### src/battery_gauge_filter_top_macros.svh
// Assertion macros shared by the battery gauge filter RTL.
// Each macro names the clock and the asynchronous reset of the including module.
`ifndef BATTERY_GAUGE_FILTER_TOP_MACROS_SVH
`define BATTERY_GAUGE_FILTER_TOP_MACROS_SVH

// Same-cycle implication, checked outside of reset.
`define BGF_ASSERT_NOW(label, ante, cons, msg) \
	label: assert property (@(posedge clk) disable iff (!arst_n) (ante) |-> (cons)) \
		else $error(msg);

// Next-cycle implication, checked outside of reset.
`define BGF_ASSERT_NEXT(label, ante, cons, msg) \
	label: assert property (@(posedge clk) disable iff (!arst_n) (ante) |=> (cons)) \
		else $error(msg);

`endif

### src/bgf_pkg.sv
`default_nettype none

package bgf_pkg;

	// Field widths of the item channels.
	localparam int MV_W    = 12;
	localparam int RATIO_W = 16;
	localparam int BAT_W   = 20;
	localparam int PCT_W   = 8;
	localparam int FILT_W  = 28;

	// Default parameter values.
	localparam int BURST_DEF         = 16;
	localparam int PRESENT_THRESH_DEF = 150;

	// Configuration port.
	localparam int CFG_IDX_W  = 2;
	localparam int CFG_DATA_W = 20;
	localparam logic [CFG_IDX_W-1:0] CFG_DIVIDER = 2'd0;
	localparam logic [CFG_IDX_W-1:0] CFG_EMPTY   = 2'd1;
	localparam logic [CFG_IDX_W-1:0] CFG_FULL    = 2'd2;

	localparam logic [RATIO_W-1:0]    RATIO_RESET = 16'd2816;
	localparam logic [CFG_DATA_W-1:0] EMPTY_RESET = 20'd10000;
	localparam logic [CFG_DATA_W-1:0] FULL_RESET  = 20'd12600;
	localparam logic [RATIO_W-1:0]    RATIO_MIN   = 16'd256;
	localparam logic [CFG_DATA_W:0]   FULL_PAD_MV = 21'd100;

	// raw * 3300 / 4095 equals floor(raw * 220 / 273); 220 * ceil(2^30 / 273) gives
	// an exact reciprocal product for every 12-bit code.
	localparam int CONV_PROD_W = 42;
	localparam int CONV_SHIFT  = 30;
	localparam logic [29:0] CONV_MULT = 30'd865286620;

	// One-pole filter, alpha = 13107 / 65536.
	localparam logic [13:0] ALPHA_Q16     = 14'd13107;
	localparam logic [15:0] ONE_MINUS_Q16 = 16'd52429;
	localparam logic [44:0] FILT_ROUND    = 45'd32768;

	// Shared iterative divider.
	localparam int DIV_N_W = 37;
	localparam int DIV_D_W = 30;
	localparam int DIV_Q_W = 12;

	localparam logic [6:0] PCT_FULL  = 7'd100;
	localparam logic [PCT_W-1:0] PCT_ABSENT = 8'hFF;

	typedef struct packed {
		logic capture;
		logic acc_add;
		logic burst_clear;
		logic div_start;
		logic div_sel_pct;
		logic pin_load;
		logic vmul;
		logic fmul_a;
		logic fmul_b;
		logic filt_upd;
		logic pct_cmp;
		logic pct_take;
		logic out_load;
	} cmd_t;

	typedef struct packed {
		logic good_zero;
		logic div_done;
		logic pct_direct;
		logic out_free;
	} sts_t;

endpackage

`default_nettype wire

### src/bgf_in_if.sv
`default_nettype none

interface bgf_in_if;
	logic                     valid;
	logic                     ready;
	logic                     read_ok;
	logic                     cal_ok;
	logic [bgf_pkg::MV_W-1:0] raw_code;
	logic [bgf_pkg::MV_W-1:0] cal_mv;

	modport source (output valid, read_ok, cal_ok, raw_code, cal_mv, input ready);
	modport sink   (input valid, read_ok, cal_ok, raw_code, cal_mv, output ready);
endinterface

`default_nettype wire

### src/bgf_out_if.sv
`default_nettype none

interface bgf_out_if;
	logic                             valid;
	logic                             ready;
	logic [bgf_pkg::MV_W-1:0]         pin_mv;
	logic                             present;
	logic [bgf_pkg::BAT_W-1:0]        battery_mv;
	logic signed [bgf_pkg::PCT_W-1:0] percent;

	modport source (output valid, pin_mv, present, battery_mv, percent, input ready);
	modport sink   (input valid, pin_mv, present, battery_mv, percent, output ready);
endinterface

`default_nettype wire

### src/bgf_div.sv
`default_nettype none

// Restoring divider, one quotient bit per cycle. The quotient must fit DIV_Q_W bits.
module bgf_div (
	input  wire logic                        clk,
	input  wire logic                        arst_n,
	input  wire logic                        start,
	input  wire logic [bgf_pkg::DIV_N_W-1:0] dividend,
	input  wire logic [bgf_pkg::DIV_D_W-1:0] divisor,
	output logic                             done,
	output logic [bgf_pkg::DIV_Q_W-1:0]      quotient
);
	localparam int DEN_W = bgf_pkg::DIV_D_W + bgf_pkg::DIV_Q_W - 1;
	localparam int CNT_W = $clog2(bgf_pkg::DIV_Q_W + 1);

	logic [bgf_pkg::DIV_N_W-1:0] rem_q;
	logic [DEN_W-1:0]            den_q;
	logic [bgf_pkg::DIV_Q_W-1:0] quo_q;
	logic [CNT_W-1:0]            cnt_q;
	logic                        done_q;
	logic                        fits;

	assign fits = DEN_W'(rem_q) >= den_q;

	always_ff @(posedge clk or negedge arst_n) begin
		if (!arst_n) begin
			cnt_q  <= '0;
			done_q <= 1'b0;
		end else if (start) begin
			cnt_q  <= CNT_W'(bgf_pkg::DIV_Q_W);
			done_q <= 1'b0;
		end else if (cnt_q != '0) begin
			cnt_q  <= cnt_q - 1'b1;
			done_q <= (cnt_q == CNT_W'(1));
		end else begin
			done_q <= 1'b0;
		end
	end

	always_ff @(posedge clk) begin
		if (start) begin
			rem_q <= dividend;
			den_q <= {divisor, {(bgf_pkg::DIV_Q_W-1){1'b0}}};
			quo_q <= '0;
		end else if (cnt_q != '0) begin
			if (fits) begin
				rem_q <= rem_q - den_q[bgf_pkg::DIV_N_W-1:0];
			end
			den_q <= den_q >> 1;
			quo_q <= {quo_q[bgf_pkg::DIV_Q_W-2:0], fits};
		end
	end

	assign done     = done_q;
	assign quotient = quo_q;
endmodule

`default_nettype wire

### src/bgf_ctrl.sv
`default_nettype none

module bgf_ctrl #(
	parameter int BURST = bgf_pkg::BURST_DEF
) (
	input  wire logic          clk,
	input  wire logic          arst_n,
	input  wire logic          in_valid,
	output logic               in_ready,
	input  wire bgf_pkg::sts_t sts,
	output bgf_pkg::cmd_t      cmd
);
	localparam int CNT_W = $clog2(BURST + 1);

	localparam logic [3:0] S_IDLE = 4'd0;
	localparam logic [3:0] S_ACC  = 4'd1;
	localparam logic [3:0] S_CHK  = 4'd2;
	localparam logic [3:0] S_DIVP = 4'd3;
	localparam logic [3:0] S_VMUL = 4'd4;
	localparam logic [3:0] S_FMA  = 4'd5;
	localparam logic [3:0] S_FMB  = 4'd6;
	localparam logic [3:0] S_FUPD = 4'd7;
	localparam logic [3:0] S_PCMP = 4'd8;
	localparam logic [3:0] S_PDIV = 4'd9;
	localparam logic [3:0] S_DIVQ = 4'd10;
	localparam logic [3:0] S_OUT  = 4'd11;

	logic [3:0]       state_q, state_d;
	logic [CNT_W-1:0] attempt_q, attempt_d;

	always_ff @(posedge clk or negedge arst_n) begin
		if (!arst_n) begin
			state_q   <= S_IDLE;
			attempt_q <= '0;
		end else begin
			state_q   <= state_d;
			attempt_q <= attempt_d;
		end
	end

	assign in_ready = (state_q == S_IDLE);

	always_comb begin
		state_d   = state_q;
		attempt_d = attempt_q;
		cmd       = '0;
		case (state_q)
			S_IDLE: begin
				if (in_valid) begin
					cmd.capture = 1'b1;
					state_d     = S_ACC;
				end
			end
			S_ACC: begin
				cmd.acc_add = 1'b1;
				if (attempt_q == CNT_W'(BURST - 1)) begin
					attempt_d = '0;
					state_d   = S_CHK;
				end else begin
					attempt_d = attempt_q + 1'b1;
					state_d   = S_IDLE;
				end
			end
			S_CHK: begin
				if (sts.good_zero) begin
					cmd.burst_clear = 1'b1;
					state_d         = S_IDLE;
				end else begin
					cmd.div_start = 1'b1;
					state_d       = S_DIVP;
				end
			end
			S_DIVP: begin
				if (sts.div_done) begin
					cmd.pin_load    = 1'b1;
					cmd.burst_clear = 1'b1;
					state_d         = S_VMUL;
				end
			end
			S_VMUL: begin
				cmd.vmul = 1'b1;
				state_d  = S_FMA;
			end
			S_FMA: begin
				cmd.fmul_a = 1'b1;
				state_d    = S_FMB;
			end
			S_FMB: begin
				cmd.fmul_b = 1'b1;
				state_d    = S_FUPD;
			end
			S_FUPD: begin
				cmd.filt_upd = 1'b1;
				state_d      = S_PCMP;
			end
			S_PCMP: begin
				cmd.pct_cmp = 1'b1;
				state_d     = sts.pct_direct ? S_OUT : S_PDIV;
			end
			S_PDIV: begin
				cmd.div_start   = 1'b1;
				cmd.div_sel_pct = 1'b1;
				state_d         = S_DIVQ;
			end
			S_DIVQ: begin
				if (sts.div_done) begin
					cmd.pct_take = 1'b1;
					state_d      = S_OUT;
				end
			end
			S_OUT: begin
				if (sts.out_free) begin
					cmd.out_load = 1'b1;
					state_d      = S_IDLE;
				end
			end
			default: begin
				state_d = S_IDLE;
			end
		endcase
	end
endmodule

`default_nettype wire

### src/bgf_datapath.sv
`default_nettype none

module bgf_datapath #(
	parameter int BURST                = bgf_pkg::BURST_DEF,
	parameter int PRESENT_THRESHOLD_MV = bgf_pkg::PRESENT_THRESH_DEF
) (
	input  wire logic                           clk,
	input  wire logic                           arst_n,
	// input item payload
	input  wire logic                           read_ok,
	input  wire logic                           cal_ok,
	input  wire logic [bgf_pkg::MV_W-1:0]       raw_code,
	input  wire logic [bgf_pkg::MV_W-1:0]       cal_mv,
	// configuration writes
	input  wire logic                           cfg_we,
	input  wire logic [bgf_pkg::CFG_IDX_W-1:0]  cfg_index,
	input  wire logic [bgf_pkg::CFG_DATA_W-1:0] cfg_data,
	// result item
	output logic                                res_valid,
	input  wire logic                           res_ready,
	output logic [bgf_pkg::MV_W-1:0]            res_pin_mv,
	output logic                                res_present,
	output logic [bgf_pkg::BAT_W-1:0]           res_battery_mv,
	output logic signed [bgf_pkg::PCT_W-1:0]    res_percent,
	// control
	input  wire bgf_pkg::cmd_t                  cmd,
	output bgf_pkg::sts_t                       sts
);
	localparam int CNT_W  = $clog2(BURST + 1);
	localparam int SUM_W  = $clog2(BURST * 4095 + 1);
	localparam int SPAN_W = bgf_pkg::FILT_W + 1;

	logic [bgf_pkg::RATIO_W-1:0]    ratio_q;
	logic [bgf_pkg::CFG_DATA_W-1:0] empty_q, full_q;

	logic [bgf_pkg::CONV_PROD_W-1:0] conv_prod;
	logic [bgf_pkg::MV_W-1:0]        conv_mv;
	logic [bgf_pkg::MV_W-1:0]        mv_s1;
	logic                            ok_s1;

	logic [SUM_W-1:0] sum_q;
	logic [CNT_W-1:0] good_q;

	logic [bgf_pkg::MV_W-1:0]    pin_q;
	logic                        present_q;
	logic [bgf_pkg::RATIO_W-1:0] ratio_eff;
	logic [bgf_pkg::FILT_W-1:0]  v_q, filt_q;
	logic                        first_q;
	logic [43:0]                 pa_q;
	logic [41:0]                 pb_q;
	logic [44:0]                 filt_sum;

	logic [bgf_pkg::FILT_W-1:0]  e_lvl;
	logic [bgf_pkg::CFG_DATA_W:0] hi_mv;
	logic [SPAN_W-1:0]           f_lvl;
	logic [SPAN_W-1:0]           span_q, diff_q;
	logic                        at_empty, at_full;
	logic [6:0]                  pct_q;
	logic [bgf_pkg::DIV_N_W-1:0] pct_dividend;

	logic [bgf_pkg::DIV_N_W-1:0] div_n;
	logic [bgf_pkg::DIV_D_W-1:0] div_d;
	logic                        div_done;
	logic [bgf_pkg::DIV_Q_W-1:0] div_quo;

	logic                        out_valid_q;
	logic [bgf_pkg::BAT_W-1:0]   bat_q;
	logic [bgf_pkg::MV_W-1:0]    out_pin_q;
	logic                        out_present_q;
	logic [bgf_pkg::PCT_W-1:0]   out_pct_q;
	logic [bgf_pkg::FILT_W:0]    bat_round;

	always_ff @(posedge clk or negedge arst_n) begin
		if (!arst_n) begin
			ratio_q <= bgf_pkg::RATIO_RESET;
			empty_q <= bgf_pkg::EMPTY_RESET;
			full_q  <= bgf_pkg::FULL_RESET;
		end else if (cfg_we) begin
			case (cfg_index)
				bgf_pkg::CFG_DIVIDER: ratio_q <= cfg_data[bgf_pkg::RATIO_W-1:0];
				bgf_pkg::CFG_EMPTY:   empty_q <= cfg_data;
				bgf_pkg::CFG_FULL:    full_q  <= cfg_data;
				default: ;
			endcase
		end
	end

	// Raw code to pin millivolts by reciprocal multiplication.
	assign conv_prod = bgf_pkg::CONV_PROD_W'(raw_code)
		* bgf_pkg::CONV_PROD_W'(bgf_pkg::CONV_MULT);
	assign conv_mv   = conv_prod[bgf_pkg::CONV_SHIFT +: bgf_pkg::MV_W];

	always_ff @(posedge clk) begin
		if (cmd.capture) begin
			ok_s1 <= read_ok;
			mv_s1 <= cal_ok ? cal_mv : conv_mv;
		end
	end

	always_ff @(posedge clk or negedge arst_n) begin
		if (!arst_n) begin
			sum_q  <= '0;
			good_q <= '0;
		end else if (cmd.burst_clear) begin
			sum_q  <= '0;
			good_q <= '0;
		end else if (cmd.acc_add && ok_s1) begin
			sum_q  <= sum_q + SUM_W'(mv_s1);
			good_q <= good_q + 1'b1;
		end
	end

	// Shared divider: burst average, then charge percent.
	assign pct_dividend = bgf_pkg::DIV_N_W'(diff_q) * bgf_pkg::DIV_N_W'(200)
		+ bgf_pkg::DIV_N_W'(span_q);
	assign div_n = cmd.div_sel_pct ? pct_dividend : bgf_pkg::DIV_N_W'(sum_q);
	assign div_d = cmd.div_sel_pct ? bgf_pkg::DIV_D_W'({span_q, 1'b0})
		: bgf_pkg::DIV_D_W'(good_q);

	bgf_div u_div (
		.clk      (clk),
		.arst_n   (arst_n),
		.start    (cmd.div_start),
		.dividend (div_n),
		.divisor  (div_d),
		.done     (div_done),
		.quotient (div_quo)
	);

	assign ratio_eff = (ratio_q < bgf_pkg::RATIO_MIN) ? bgf_pkg::RATIO_MIN : ratio_q;
	assign filt_sum  = 45'(pa_q) + 45'(pb_q) + bgf_pkg::FILT_ROUND;

	always_ff @(posedge clk) begin
		if (cmd.pin_load) begin
			pin_q     <= div_quo;
			present_q <= div_quo > bgf_pkg::MV_W'(PRESENT_THRESHOLD_MV);
		end
		if (cmd.vmul) begin
			v_q <= bgf_pkg::FILT_W'(pin_q) * bgf_pkg::FILT_W'(ratio_eff);
		end
		if (cmd.fmul_a) begin
			pa_q <= 44'(filt_q) * 44'(bgf_pkg::ONE_MINUS_Q16);
		end
		if (cmd.fmul_b) begin
			pb_q <= 42'(v_q) * 42'(bgf_pkg::ALPHA_Q16);
		end
	end

	always_ff @(posedge clk or negedge arst_n) begin
		if (!arst_n) begin
			filt_q  <= '0;
			first_q <= 1'b1;
		end else if (cmd.filt_upd) begin
			filt_q  <= first_q ? v_q : filt_sum[16 +: bgf_pkg::FILT_W];
			first_q <= 1'b0;
		end
	end

	// Percent window in Q8 millivolts.
	assign e_lvl    = {empty_q, 8'b0};
	assign hi_mv    = (full_q <= empty_q) ? ({1'b0, empty_q} + bgf_pkg::FULL_PAD_MV)
		: {1'b0, full_q};
	assign f_lvl    = {hi_mv, 8'b0};
	assign at_empty = filt_q <= e_lvl;
	assign at_full  = SPAN_W'(filt_q) >= f_lvl;

	always_ff @(posedge clk) begin
		if (cmd.pct_cmp) begin
			span_q <= f_lvl - SPAN_W'(e_lvl);
			diff_q <= SPAN_W'(filt_q) - SPAN_W'(e_lvl);
			pct_q  <= at_empty ? 7'd0 : bgf_pkg::PCT_FULL;
		end else if (cmd.pct_take) begin
			pct_q <= div_quo[6:0];
		end
	end

	assign bat_round = {1'b0, filt_q} + (bgf_pkg::FILT_W+1)'(128);

	always_ff @(posedge clk or negedge arst_n) begin
		if (!arst_n) begin
			out_valid_q <= 1'b0;
		end else if (cmd.out_load) begin
			out_valid_q <= 1'b1;
		end else if (res_ready) begin
			out_valid_q <= 1'b0;
		end
	end

	always_ff @(posedge clk) begin
		if (cmd.out_load) begin
			out_pin_q     <= pin_q;
			out_present_q <= present_q;
			bat_q         <= present_q ? bat_round[8 +: bgf_pkg::BAT_W] : '0;
			out_pct_q     <= present_q ? {1'b0, pct_q} : bgf_pkg::PCT_ABSENT;
		end
	end

	assign sts.good_zero  = (good_q == '0);
	assign sts.div_done   = div_done;
	assign sts.pct_direct = at_empty || at_full;
	assign sts.out_free   = !out_valid_q || res_ready;

	assign res_valid      = out_valid_q;
	assign res_pin_mv     = out_pin_q;
	assign res_present    = out_present_q;
	assign res_battery_mv = bat_q;
	assign res_percent    = out_pct_q;
endmodule

`default_nettype wire

### src/battery_gauge_filter_top.sv
`default_nettype none

// Battery gauge built from bursts of ADC reads. Each input item is one read
// attempt; failed reads are skipped and good reads add either the calibrated
// millivolts or the raw code scaled by 3300/4095. Every BURST attempts, a burst
// with at least one good read yields one result item: the averaged pin voltage,
// a presence flag (pin above PRESENT_THRESHOLD_MV), the battery voltage after
// the divider ratio and a one-pole low-pass filter (alpha 0.2, the first burst
// loads the filter directly), and the charge percent between the empty and full
// levels, rounded half up. When the battery is absent the voltage reads 0 and
// the percent reads -1. A burst without a good read yields nothing. Configuration
// is written through cfg_we, cfg_index and cfg_data, by the user only while the
// block is idle (not enforced by the block); index 0 is the Q8.8 divider ratio
// (below 1.0 is treated as 1.0), 1 the empty level and 2 the full level in
// millivolts. An ordinary item is captured and converted, then accumulated. The
// last item of a burst is followed by the burst work, of which the passes
// through the shared restoring divider (the average, then the percent if not at
// empty or full) take the most; no item is accepted meanwhile. A finished result
// sits in an output register, so the block moves on as soon as it is loaded.
module battery_gauge_filter_top #(
	parameter int BURST                = bgf_pkg::BURST_DEF,
	parameter int PRESENT_THRESHOLD_MV = bgf_pkg::PRESENT_THRESH_DEF
) (
	input  wire logic                           clk,
	input  wire logic                           arst_n,
	bgf_in_if.sink                              sample,
	bgf_out_if.source                           result,
	input  wire logic                           cfg_we,
	input  wire logic [bgf_pkg::CFG_IDX_W-1:0]  cfg_index,
	input  wire logic [bgf_pkg::CFG_DATA_W-1:0] cfg_data
);
	`include "battery_gauge_filter_top_macros.svh"

	bgf_pkg::cmd_t cmd;
	bgf_pkg::sts_t sts;
	logic          in_ready;

	// The controller sequences capture, accumulation and the per-burst work.
	bgf_ctrl #(
		.BURST (BURST)
	) u_ctrl (
		.clk      (clk),
		.arst_n   (arst_n),
		.in_valid (sample.valid),
		.in_ready (in_ready),
		.sts      (sts),
		.cmd      (cmd)
	);

	// The datapath holds the configuration, the burst sums, the filter and the
	// output register.
	bgf_datapath #(
		.BURST                (BURST),
		.PRESENT_THRESHOLD_MV (PRESENT_THRESHOLD_MV)
	) u_dp (
		.clk            (clk),
		.arst_n         (arst_n),
		.read_ok        (sample.read_ok),
		.cal_ok         (sample.cal_ok),
		.raw_code       (sample.raw_code),
		.cal_mv         (sample.cal_mv),
		.cfg_we         (cfg_we),
		.cfg_index      (cfg_index),
		.cfg_data       (cfg_data),
		.res_valid      (result.valid),
		.res_ready      (result.ready),
		.res_pin_mv     (result.pin_mv),
		.res_present    (result.present),
		.res_battery_mv (result.battery_mv),
		.res_percent    (result.percent),
		.cmd            (cmd),
		.sts            (sts)
	);

	assign sample.ready = in_ready;

	// An accepted item is always accumulated in the following cycle.
	`BGF_ASSERT_NEXT(a_accept_then_add, sample.valid && sample.ready, cmd.acc_add,
		"accepted item was not accumulated")
	// No new item is taken while a division is running.
	`BGF_ASSERT_NEXT(a_busy_in_div, cmd.div_start, !sample.ready,
		"input ready while divider was started")
	// A result is only loaded when the output register is free or draining.
	`BGF_ASSERT_NOW(a_out_free, cmd.out_load, sts.out_free,
		"result loaded over an untaken result")
	// An absent battery reports zero volts and percent of -1.
	`BGF_ASSERT_NOW(a_absent_fields, result.valid && !result.present,
		(result.battery_mv == '0) && (result.percent == -8'sd1),
		"absent battery with nonzero voltage or percent")
endmodule

`default_nettype wire

### src/flat_wrapper.sv
// flat-port wrapper written by rule: the top's interface ports become plain ports
module battery_gauge_filter_top_flat 
#(
	parameter int BURST                = bgf_pkg::BURST_DEF,
	parameter int PRESENT_THRESHOLD_MV = bgf_pkg::PRESENT_THRESH_DEF
)
  (clk, arst_n, cfg_we, cfg_index, cfg_data, sample_valid, sample_read_ok, sample_cal_ok, sample_raw_code, sample_cal_mv, sample_ready, result_valid, result_pin_mv, result_present, result_battery_mv, result_percent, result_ready);
  bgf_in_if sample_i ();
  bgf_out_if result_i ();
  input  wire logic clk;
  input  wire logic arst_n;
  input  wire logic cfg_we;
  input  wire logic [bgf_pkg::CFG_IDX_W-1:0] cfg_index;
  input  wire logic [bgf_pkg::CFG_DATA_W-1:0] cfg_data;
  input wire logic [$bits(sample_i.valid)-1:0] sample_valid;
  input wire logic [$bits(sample_i.read_ok)-1:0] sample_read_ok;
  input wire logic [$bits(sample_i.cal_ok)-1:0] sample_cal_ok;
  input wire logic [$bits(sample_i.raw_code)-1:0] sample_raw_code;
  input wire logic [$bits(sample_i.cal_mv)-1:0] sample_cal_mv;
  output wire logic [$bits(sample_i.ready)-1:0] sample_ready;
  output wire logic [$bits(result_i.valid)-1:0] result_valid;
  output wire logic [$bits(result_i.pin_mv)-1:0] result_pin_mv;
  output wire logic [$bits(result_i.present)-1:0] result_present;
  output wire logic [$bits(result_i.battery_mv)-1:0] result_battery_mv;
  output wire logic [$bits(result_i.percent)-1:0] result_percent;
  input wire logic [$bits(result_i.ready)-1:0] result_ready;
  assign sample_i.valid = sample_valid;
  assign sample_i.read_ok = sample_read_ok;
  assign sample_i.cal_ok = sample_cal_ok;
  assign sample_i.raw_code = sample_raw_code;
  assign sample_i.cal_mv = sample_cal_mv;
  assign sample_ready = sample_i.ready;
  assign result_valid = result_i.valid;
  assign result_pin_mv = result_i.pin_mv;
  assign result_present = result_i.present;
  assign result_battery_mv = result_i.battery_mv;
  assign result_percent = result_i.percent;
  assign result_i.ready = result_ready;
  battery_gauge_filter_top #(.BURST(BURST), .PRESENT_THRESHOLD_MV(PRESENT_THRESHOLD_MV)) u_core (.clk(clk), .arst_n(arst_n), .sample(sample_i), .result(result_i), .cfg_we(cfg_we), .cfg_index(cfg_index), .cfg_data(cfg_data));
endmodule
### config.mk
export PLATFORM = sky130hd
export DESIGN_NAME = battery_gauge_filter_top_flat
export DESIGN_NICKNAME = d
export VERILOG_FILES = /design/src/bgf_pkg.sv /design/src/bgf_in_if.sv /design/src/bgf_out_if.sv /design/src/bgf_div.sv /design/src/bgf_ctrl.sv /design/src/bgf_datapath.sv /design/src/battery_gauge_filter_top.sv /design/src/flat_wrapper.sv
export VERILOG_INCLUDE_DIRS = /design/src /design/src/src
export SDC_FILE = /design/constraint.sdc
export NUM_CORES = 2
export LEC_CHECK = 0
export BUFFER_PORTS_ARGS = -buffer_cell sky130_fd_sc_hd__buf_2
export CAP_MARGIN = 20
export CORE_ASPECT_RATIO = 0.9
export CORE_MARGIN = 5
export CORE_UTILIZATION = 65
export DETAILED_ROUTE_END_ITERATION = 10
export PLACE_DENSITY = 0.82
export SLEW_MARGIN = 30
export SYNTH_ARGS = -nofsm -noshare
export SYNTH_HDL_FRONTEND = slang
export SYNTH_SLANG_ARGS = --single-unit
### constraint.sdc
create_clock -name clk -period 6.7 [get_ports clk]
set_input_delay 0.67 -clock clk [delete_from_list [all_inputs] [get_ports clk]]
set_output_delay 0.67 -clock clk [all_outputs]
set_load 0.01 [all_outputs]
==> metrics <==
Yosys top cell by area sky130_fd_sc_hd__fa_1; final wirelength 134000 um; critical-path maximum fanout 32; initial DRC count 2835; Max Buffers Root-to-Sink 3; CTS Hold Buffers Added 0; IO Port Bufs 95; Worst Setup Path Type reg -> reg; number of unique standard cell types used by synthesis 76; total setup violations reported at the end of the flow 0; Worst Setup End Kind register; final RePlAce weighted congestion 0.978; Synth Warn # 0; Detailed Place HPWL 108000 um; clock edge transition at the registers on the reported setup and hold paths 0.07 ns; launch point of the worst reg-to-reg path u_core.u_dp.ratio_q[12]; wire length of the first global-routing pass 213000 um; Die Footprint 87500 sq um; # placed instances 6453; core footprint 81000 sq um; number of max-cap violations 0; class of the most critical hold timing path in -> async; post-synthesis instance area 53100 sq um; transition time at the pin with the least slew margin 0.976 ns; highest clock frequency the design can meet 0.154 GHz; GRT Total Usage 30.7%; most used flip-flop cell after synthesis sky130_fd_sc_hd__edfxtp_1; startpoint class of the critical path register; max-slew violations 0; count of H-tree levels built during CTS 2; Starting Density 65.6%; via count of the first global-routing pass 39831; routed wire length per instance 20.4 um; Yosys top cell area share 21.8%; EDFF count, synth 305; CTS tree done; Hold Worst Slack 0.122 ns; reg2reg setup slack 0.21 ns; Die Y-Extent 281 um; Crit path arrival time 6.84 ns; die outline width 311 um; Area Overhead vs Synth 8.05%; status completed; pin count of the biggest net entering global routing 68; minimum period implied by the final worst setup slack 6.49 ns; number of antenna-violating nets in the routed design 0; sequential cell area fraction in the yosys report 23.9%; overflow left after global routing 0; proportion of layout cells with a drive suffix above 1 7.95%; cells taking the most area after synthesis sky130_fd_sc_hd__fa_1 (22%), sky130_fd_sc_hd__ha_1 (20%), sky130_fd_sc_hd__edfxtp_1 (17%); Top Ports 96; clock net sink count 449; post-synthesis instance total 5285; routed vias 38658; router iterations before antenna repair 5; number of non-filler instances in the completed layout 6555; nets in the synthesized netlist 6780; Async SR Flop Fraction 26.9%; number of antenna violations at the first check in global routing 2; TNS Setup 0 ns; number of design rule violations left after detail routing 0; per-instance average area after synthesis 10.0 sq um; worst path required time 7.05 ns; fin crit share 96.8%; cells on worst reg2reg path 22; worst-skew pair later-pin latency 0.65 ns; Hold Fails Final Rpt 0; RR Endpoint u_core.u_dp.v_q[26]; via density per instance 5.90; number of standard-cell rows in the floorplan 99; Max-Slew Margin vs Limit 33.3%; number of register bits inferred by synthesis 449; total clock buffers created by CTS 50; post-detailed-placement cell area 55400 sq um; setup skew after layout 0.0539 ns; CTS root buffer sky130_fd_sc_hd__clkbuf_16; Finished Cell Area 57400 sq um; total number of nets in the final design 6947
-- worst max-delay path by stage --
stage                            startpoint               endpoint  depth (start not counted)
global route             u_core.u_dp.v_q[3]   u_core.u_dp.pb_q[40]                         21
finish              u_core.u_dp.ratio_q[12]    u_core.u_dp.v_q[26]                         22
floorplan           u_core.u_dp.ratio_q[12]    u_core.u_dp.v_q[27]                         25
detailed placement       sample_raw_code[9]  u_core.u_dp.mv_s1[11]                         20
CTS                   u_core.u_dp.filt_q[6]   u_core.u_dp.pa_q[43]                         23
global placement         sample_raw_code[9]  u_core.u_dp.mv_s1[11]                         20
-- per-stage QoR --
step | setup WS (ns) | utilization (%)
floorplan | 0.516 | -
global placement | -0.137 | 68.3
detailed placement | -0.215 | 68.4
CTS | 0.0378 | 70.6
global route | -0.104 | 70.8
finish | 0.213 | 70.8
-- metal layers --
metal	vias to the layer above	global-route usage [%]	routed length [um]
li1	17968	-	-
met1	18900	42.5	56300
met2	1523	46.9	58300
met3	265	9.61	14600
met4	2	9.56	4490
met5	-	0	9
-- cell families (layout without fill, tap and decap cells) --
logic type               after synthesis  count (layout)  synth area share, %
buffers and inverters               1126            1335                 7.96
adder cells (fa/ha/maj)             1442            1442                 42.2
AND/OR/NAND/NOR                     1027            1027                 9.11
multiplexers                          82              82                 1.72
AO/OA/AOI/OAI                        873             873                 10.5
other                                  0               1                    0
XOR/XNOR                             286             286                 4.72
flip-flops                           449             449                 23.9
-- registers in the layout (all words and copies together), names as in the netlist, 4 cells and up --
name and count:
u_core.u_ctrl.attempt_q 5, u_core.u_dp.diff_q 29, u_core.u_dp.res_battery_mv 20, u_core.u_dp.v_q 28
u_core.u_dp.empty_q 20, u_core.u_dp.good_q 5, u_core.u_dp.sum_q 16, u_core.u_dp.filt_q 28
u_core.u_dp.full_q 20, u_core.u_dp.pin_q 12, u_core.u_dp.ratio_q 16, u_core.u_dp.u_div.quotient 12
u_core.u_dp.span_q 21, u_core.u_dp.res_pin_mv 12, u_core.u_dp.pb_q 42, u_core.u_dp.u_div.den_q 41
u_core.u_dp.pct_q 7, u_core.u_dp.res_percent 8, u_core.u_dp.u_div.cnt_q 4, u_core.u_ctrl.state_q 4
u_core.u_dp.mv_s1 12, u_core.u_dp.u_div.rem_q 37, u_core.u_dp.pa_q 44
-- layout by cell type, fill, tap and decap left out, drive strengths merged, types with 9 or more instances in the layout --
cell    count
mux2i       9
o21ai     171
a22o       25
and3       63
nand2b     46
o211ai     12
nand2     375
edfxtp    305
a21oi     273
o21bai     40
o22ai      23
dfstp      15
nor2      225
nor2b      56
dfxtp      23
a21o      125
clkbuf     72
a211oi     40
nand3      49
or2        13
fa        579
ha        863
a211o      10
o31ai      13
a31oi      18
xnor2     205
dfrtp     106
o21a       36
buf       204
nor4       15
nor3       63
xor2       81
mux2       73
and2       49
or3        20
inv      1042
a21boi     17
nand4      28
-- critical path, cell delays in order (launching register included) --
cell and delay (ns):
sky130_fd_sc_hd__dfrtp_1 0.39, sky130_fd_sc_hd__nor4_2 0.30, sky130_fd_sc_hd__nand2_1 0.08, sky130_fd_sc_hd__buf_4 0.21, sky130_fd_sc_hd__buf_6 0.20, sky130_fd_sc_hd__and3_1 0.21, sky130_fd_sc_hd__fa_1 0.51, sky130_fd_sc_hd__fa_1 0.52
sky130_fd_sc_hd__fa_1 0.52, sky130_fd_sc_hd__fa_1 0.55, sky130_fd_sc_hd__inv_1 0.06, sky130_fd_sc_hd__fa_1 0.54, sky130_fd_sc_hd__inv_1 0.05, sky130_fd_sc_hd__ha_1 0.33, sky130_fd_sc_hd__or2_2 0.31, sky130_fd_sc_hd__a21oi_2 0.18
sky130_fd_sc_hd__a31o_2 0.17, sky130_fd_sc_hd__o211ai_1 0.12, sky130_fd_sc_hd__a31oi_2 0.24, sky130_fd_sc_hd__nor2b_1 0.09, sky130_fd_sc_hd__o21a_1 0.23, sky130_fd_sc_hd__o41ai_4 0.29, sky130_fd_sc_hd__xnor2_1 0.14
-- Yosys cell counts, drive strengths merged, types with 9 or more instances --
cell type	instances
xnor2	205
dfstp	15
nand2	375
mux2i	9
a21o	125
nand2b	46
a31oi	18
inv	1037
a211oi	40
and3	63
nor4	15
o22ai	23
a21oi	273
nor3	63
o211ai	12
o31ai	13
o21bai	40
o21a	36
ha	863
fa	579
edfxtp	305
nand3	49
nor2	225
or2	13
nand4	28
dfrtp	106
dfxtp	23
a211o	10
o21ai	171
and2	49
a22o	25
clkbuf	84
a21boi	17
xor2	81
or3	20
mux2	73
nor2b	56
-- layout make-up --
cell class                      count  area [sq um]
Multi-Input combinational cell   3710         36400
Fill cell                        5893         23600
Sequential cell                   449         12700
Inverter                         1037          3890
Clock buffer                       72          1430
Timing Repair Buffer              204          1340
Tap cell                         1060          1330
Clock inverter                     22           328
Antenna cell                        1          2.50
-- what timing repair did --
action / CTS / global route
pin swaps: 0 / 3
resized for setup: 2 / 40
buffers inserted: 0 / 7
endpoints found under the hold margin: 0 / 0
endpoints found under the setup margin: 2 / 28
Power is not shown: default switching activity piles up to over one toggle a cycle in this logic, so the estimate is an artifact.
